File: src/design/pse_pkg.sv
package pse_pkg;

  // Store geometry and number formats
  localparam int unsigned MaxDegree  = 31;
  localparam int unsigned StoreDepth = MaxDegree + 1;
  localparam int unsigned ExpWidth   = $clog2(StoreDepth);
  localparam int unsigned KWidth     = ExpWidth + 1;
  localparam int unsigned CoefWidth  = 32;
  localparam int unsigned AccWidth   = 64;
  localparam int unsigned KindWidth  = 3;

  // Stream payload layout, lowest field first
  localparam int unsigned InAmtLsb     = ExpWidth;
  localparam int unsigned InPaLsb      = InAmtLsb + CoefWidth;
  localparam int unsigned InPbLsb      = InPaLsb + CoefWidth;
  localparam int unsigned InDataWidth  = ((InPbLsb + CoefWidth + 7) / 8) * 8;
  localparam int unsigned OutDegLsb    = CoefWidth;
  localparam int unsigned OutZeroBit   = OutDegLsb + ExpWidth;
  localparam int unsigned OutSatBit    = OutZeroBit + 1;
  localparam int unsigned OutDataWidth = ((OutSatBit + 1 + 7) / 8) * 8;

  // Item kinds
  typedef logic [KindWidth-1:0] kind_t;
  localparam kind_t KindAssign = 3'd0;
  localparam kind_t KindAdd    = 3'd1;
  localparam kind_t KindClear  = 3'd2;
  localparam kind_t KindEval   = 3'd3;
  localparam kind_t KindInteg  = 3'd4;
  localparam kind_t KindRead   = 3'd5;

  // Saturation limits
  localparam logic signed [CoefWidth-1:0] CoefMax = 32'sh7FFF_FFFF;
  localparam logic signed [CoefWidth-1:0] CoefMin = 32'sh8000_0000;
  localparam logic signed [AccWidth-1:0]  AccMax  = 64'sh7FFF_FFFF_FFFF_FFFF;
  localparam logic signed [AccWidth-1:0]  AccMin  = 64'sh8000_0000_0000_0000;

  typedef enum logic [3:0] {
    ST_IDLE,
    ST_DISP,
    ST_RDW,
    ST_WB,
    ST_DEG,
    ST_PASS,
    ST_MAG,
    ST_MUL,
    ST_RND,
    ST_DIV,
    ST_ADD,
    ST_FIN,
    ST_DONE
  } pse_state_e;

  // Horner step strobes
  typedef struct packed {
    logic init;
    logic clr_sat;
    logic mag_en;
    logic mul_en;
    logic rnd_en;
    logic add_en;
  } mac_ctrl_t;

  // Antiderivative divider strobes
  typedef struct packed {
    logic ld;
    logic mul;
    logic fix;
  } div_ctrl_t;

  // floor((2^32 - 1) / k); quotient estimate is low by at most one
  function automatic logic [31:0] recip(input logic [KWidth-1:0] k);
    logic [31:0] r;
    case (k)
      6'd1:    r = 32'hFFFF_FFFF;
      6'd2:    r = 32'h7FFF_FFFF;
      6'd3:    r = 32'h5555_5555;
      6'd4:    r = 32'h3FFF_FFFF;
      6'd5:    r = 32'h3333_3333;
      6'd6:    r = 32'h2AAA_AAAA;
      6'd7:    r = 32'h2492_4924;
      6'd8:    r = 32'h1FFF_FFFF;
      6'd9:    r = 32'h1C71_C71C;
      6'd10:   r = 32'h1999_9999;
      6'd11:   r = 32'h1745_D174;
      6'd12:   r = 32'h1555_5555;
      6'd13:   r = 32'h13B1_3B13;
      6'd14:   r = 32'h1249_2492;
      6'd15:   r = 32'h1111_1111;
      6'd16:   r = 32'h0FFF_FFFF;
      6'd17:   r = 32'h0F0F_0F0F;
      6'd18:   r = 32'h0E38_E38E;
      6'd19:   r = 32'h0D79_435E;
      6'd20:   r = 32'h0CCC_CCCC;
      6'd21:   r = 32'h0C30_C30C;
      6'd22:   r = 32'h0BA2_E8BA;
      6'd23:   r = 32'h0B21_642C;
      6'd24:   r = 32'h0AAA_AAAA;
      6'd25:   r = 32'h0A3D_70A3;
      6'd26:   r = 32'h09D8_9D89;
      6'd27:   r = 32'h097B_425E;
      6'd28:   r = 32'h0924_9249;
      6'd29:   r = 32'h08D3_DCB0;
      6'd30:   r = 32'h0888_8888;
      6'd31:   r = 32'h0842_1084;
      6'd32:   r = 32'h07FF_FFFF;
      default: r = 32'h0000_0000;
    endcase
    return r;
  endfunction

  // Highest set bit of the nonzero mask, 0 when the mask is empty
  function automatic logic [ExpWidth-1:0] top_index(input logic [StoreDepth-1:0] mask);
    logic [ExpWidth-1:0] idx;
    idx = '0;
    for (int i = 0; i < StoreDepth; i++) begin
      if (mask[i]) idx = ExpWidth'(i);
    end
    return idx;
  endfunction

endpackage

File: src/design/pse_div.sv
module pse_div (
  input  logic                                 clk_i,
  input  pse_pkg::div_ctrl_t                   ctrl_i,
  input  logic signed [pse_pkg::CoefWidth-1:0] coef_i,
  input  logic [pse_pkg::KWidth-1:0]           k_i,
  output logic signed [pse_pkg::CoefWidth-1:0] term_o
);

  import pse_pkg::*;

  logic                  cneg_q;
  logic [CoefWidth-1:0]  n_q;
  logic [KWidth-1:0]     k_q;
  logic [CoefWidth-1:0]  q0_q;
  logic [CoefWidth-1:0]  term_q;

  logic [CoefWidth-1:0]   cmag;
  logic [2*CoefWidth-1:0] est;
  logic [CoefWidth+KWidth-1:0] qk;
  logic [CoefWidth-1:0]   rem;
  logic [CoefWidth-1:0]   q;

  // rounded magnitude quotient: (|c| + k/2) / k by reciprocal and one correction
  always_comb begin
    cmag = coef_i[CoefWidth-1] ? (CoefWidth'(0) - unsigned'(coef_i)) : unsigned'(coef_i);
    est  = (2*CoefWidth)'(n_q) * (2*CoefWidth)'(recip(k_q));
    qk   = (CoefWidth+KWidth)'(q0_q) * (CoefWidth+KWidth)'(k_q);
    rem  = n_q - qk[CoefWidth-1:0];
    q    = q0_q + CoefWidth'(rem >= CoefWidth'(k_q));
  end

  always_ff @(posedge clk_i) begin
    if (ctrl_i.ld) begin
      cneg_q <= coef_i[CoefWidth-1];
      n_q    <= cmag + CoefWidth'(k_i[KWidth-1:1]);
      k_q    <= k_i;
    end
    if (ctrl_i.mul) q0_q <= est[2*CoefWidth-1:CoefWidth];
    if (ctrl_i.fix) term_q <= cneg_q ? (CoefWidth'(0) - q) : q;
  end

  assign term_o = signed'(term_q);

endmodule

File: config.mk
export PLATFORM = sky130hd
export DESIGN_NAME = pse_div
export DESIGN_NICKNAME = d
export VERILOG_FILES = /design/src/design/pse_pkg.sv /design/src/design/pse_div.sv
export SDC_FILE = /design/constraint.sdc
export NUM_CORES = 2
export LEC_CHECK = 0
export BUFFER_PORTS_ARGS = -buffer_cell sky130_fd_sc_hd__buf_2
export CORE_MARGIN = 3
export CORE_UTILIZATION = 40
export DETAILED_ROUTE_END_ITERATION = 12
export PLACE_DENSITY = 0.51
export SETUP_SLACK_MARGIN = 0.5
export SYNTH_ARGS = -nofsm -noshare
export SYNTH_HDL_FRONTEND = slang
export SYNTH_SLANG_ARGS = --single-unit
File: constraint.sdc
create_clock -name clk_i -period 21.3 [get_ports clk_i]
set_input_delay 4.26 -clock clk_i [delete_from_list [all_inputs] [get_ports clk_i]]
set_output_delay 4.26 -clock clk_i [all_outputs]
set_load 0.02 [all_outputs]
==> reports/qor.yml <==
worst_hold_path:
  holdPathStages: 2
  min_path_type: "reg2reg"
cts:
  post_cts_buffers: 0
  insertion_delay_ns: 0.46
  htreeDepth: 4
  cts.sinks: 135
  numCtsBuffers: 17
  cts_resized: 0
  cts_buffer_depth: 2
  clkSlewWorstSetupHoldPaths_ns: 0.08
  clockRootBuffer: "clkbuf_16"
  cts_tree: "built"
  postCtsHoldBufs: 0
route:
  topRoutingLayerUsed: "met5"
  drcViolationCount: 0
  wl_per_cell_um: 21.3
  routed_via_density: 5.23
  dr.pass1.iters: 5
  postRouteAntennaNets: 0
  met1Wirelength_mm: 62.6
  routed_wl_mm: 142
  via_count: 34900
  routed-wl-met3_mm: 7.76
  drt_iter0_markers: 2358
  dr_wl_met2_mm: 67.7
sta:
  max_freq_ghz: 0.108
  drv_slew: 0
  finalSetupViolCount: 0
  setup-tns-final_ns: 0
  period_share: 0.435
  slew_headroom: 0.323
  finalCriticalPeriod_ns: 9.26
  worst_slew_pin_slew_ns: 1.00
  rsz0062_at_grt: "no"
  hold_viol: 0
  fin_worst_skew_ns: 0.0138
global_routing:
  grt_remaining_overflow: 0
  grt_max_degree: 40
  grt_pass1_vias: 37100
  grt_pass1_wl_mm: 225
  grt_usage: 0.244
  grt_antenna_before_repair: 4
finish:
  num_antenna_cells: 0
  layout_commonest_cell: "inv_1"
  drive_above_1_share: 0.0445
  fillers: 11500
  finish.utilization: 0.424
  mostFrequentLayoutCells: "1175 x inv_1, 1079 x nand2_1, 1032 x fa_1"
  layout.nets: 6551
  fin_area_um2: 48600
  synthToLayoutAreaGrowth_pct: 4.97
logic_synthesis:
  synth_top_family_by_area: "adder cells"
  synth_xor_xnor_area_share: 0.0345
  synthFlopType: "edfxtp_1"
  synth_area_per_cell_um2: 8.78
  netlist_area_um2: 46300
  ys_seq_area_frac: 0.0806
  synth_adder_area_share: 0.534
  synthArstFlopShare: 0
  ys_types: 93
  synth-seq-cells: 135
  synth-simple-area-share: 0.164
  synth_compound_area_frac: 0.0651
  synth_area_leaders: "fa_1 45%, inv_1 9.5%, nand2_1 8.7%"
  yosysWarnings: 0
  synth_nets: 6673
  yosysTopAreaCell: "fa_1"
  synth_cells: 5276
  synthMuxAreaShare: 0.00286
  yosys.area.top_type_share: 0.446
  synth_edf_count: 103
run:
  cap_violations: 0
floorplanning:
  ios: 74
  dieHeight_um: 346
  fp.dieW_um: 346
  start_util: 0.404
  die_area_um2: 120000
  fp-row-count: 124
  core_um2: 115000
place:
  globalplace.congestion: 0.929
  hpwl_mm: 104
  dpl-instance-area_um2: 48000
  numPortBuffers: 73
critical_path:
  cpPeakStageDelay_ns: 0.58
  slowest_stage: "a2111oi_0"
  worst_setup_path_start_kind: "register"
  endpoint_kind: "register"
  crit_type: "reg2reg"
  ff2ff_path_depth: 30
  cpMostUsedCell: "fa_1"
  critical_path_required_ns: 21.50
  crit_arrival_ns: 9.46
  crit_fanout: 25
run_status:
  status: "finished, final reports clean"
==> synth_stat cells (6+ instances only) <==
library cell and number:
dfxtp_1 32, o21bai_1 18, a22oi_1 7, o21ai_1 16, buf_2 10, nor4_1 9
nand3b_1 6, ha_1 323, nand2b_1 19, and4_1 7, a211o_1 6, and3_1 13
o211ai_1 10, a211oi_1 11, a31oi_1 18, clkbuf_1 273, o21ai_0 97, xnor2_1 107
nor2_1 98, nand3_1 46, edfxtp_1 103, nor2b_1 12, inv_1 1175, nor3_1 39
and2_1 250, mux2i_1 11, xor2_1 73, nand4_1 32, o2111ai_1 6, o31ai_1 21
fa_1 1032, a21oi_1 118, or3_1 13, a21o_1 59, nand2_1 1079, o21a_1 15
==> critical path, delay by kind of cell (launching register included) <==
kind	cells	cell delay (ns)
AO/OA/AOI/OAI	7	2.10
XOR/XNOR	2	0.36
buffers and inverters	3	0.49
flip-flops	1	0.55
adder cells (fa/ha/maj)	7	2.97
AND/OR/NAND/NOR	11	2.46
==> final cells by class <==
class / count / area [um^2] / area share
multi-input cells: 3674 / 37000 / 0.762
inverters: 1177 / 4420 / 0.0909
flip-flops and latches: 135 / 3740 / 0.0771
well taps: 1512 / 1890 / 0.0389
repair buffers: 149 / 936 / 0.0193
clock buffers: 17 / 425 / 0.00875
clock inverters: 15 / 160 / 0.00330
==> metrics by stage <==
stage          setup WS, ns  std cells  hold slack (ns)
2_1_floorplan         13.15       5276            0.655
3_3_place_gp          12.36       6647            0.870
3_5_place_dp          12.16       6647            0.865
4_1_cts               12.08       6679            0.880
5_1_grt               11.31       6679            0.884
6_report              12.04       6679            0.880
==> worst paths after layout <==
kind                           start                    to  slack, ns
hold / removal    q0_q[31]$_DFFE_PP_  term_o[31]$_DFFE_PP_       0.88
setup / recovery    k_q[0]$_DFFE_PP_  term_o[28]$_DFFE_PP_      12.04
hold reg to reg   q0_q[31]$_DFFE_PP_  term_o[31]$_DFFE_PP_       0.88
setup reg to reg    k_q[0]$_DFFE_PP_  term_o[28]$_DFFE_PP_      12.04
==> per-layer routing <==
metal / vias up / GRT usage
met5: - / 0
met4: 2 / 0.0663
met3: 210 / 0.0330
met2: 1003 / 0.405
met1: 18200 / 0.336
li1: 15500 / -
==> kinds of logic (layout without fill, tap and decap cells) <==
logic type / after synthesis / after routing
flops: 135 / 135
mux: 13 / 13
xor+xnor: 181 / 181
fa+ha+maj: 1355 / 1355
compound gates: 463 / 463
buf+inv: 1467 / 1358
simple gates: 1662 / 1662
Power is not shown: default switching activity piles up to over one toggle a cycle in this logic, so the estimate is an artifact.
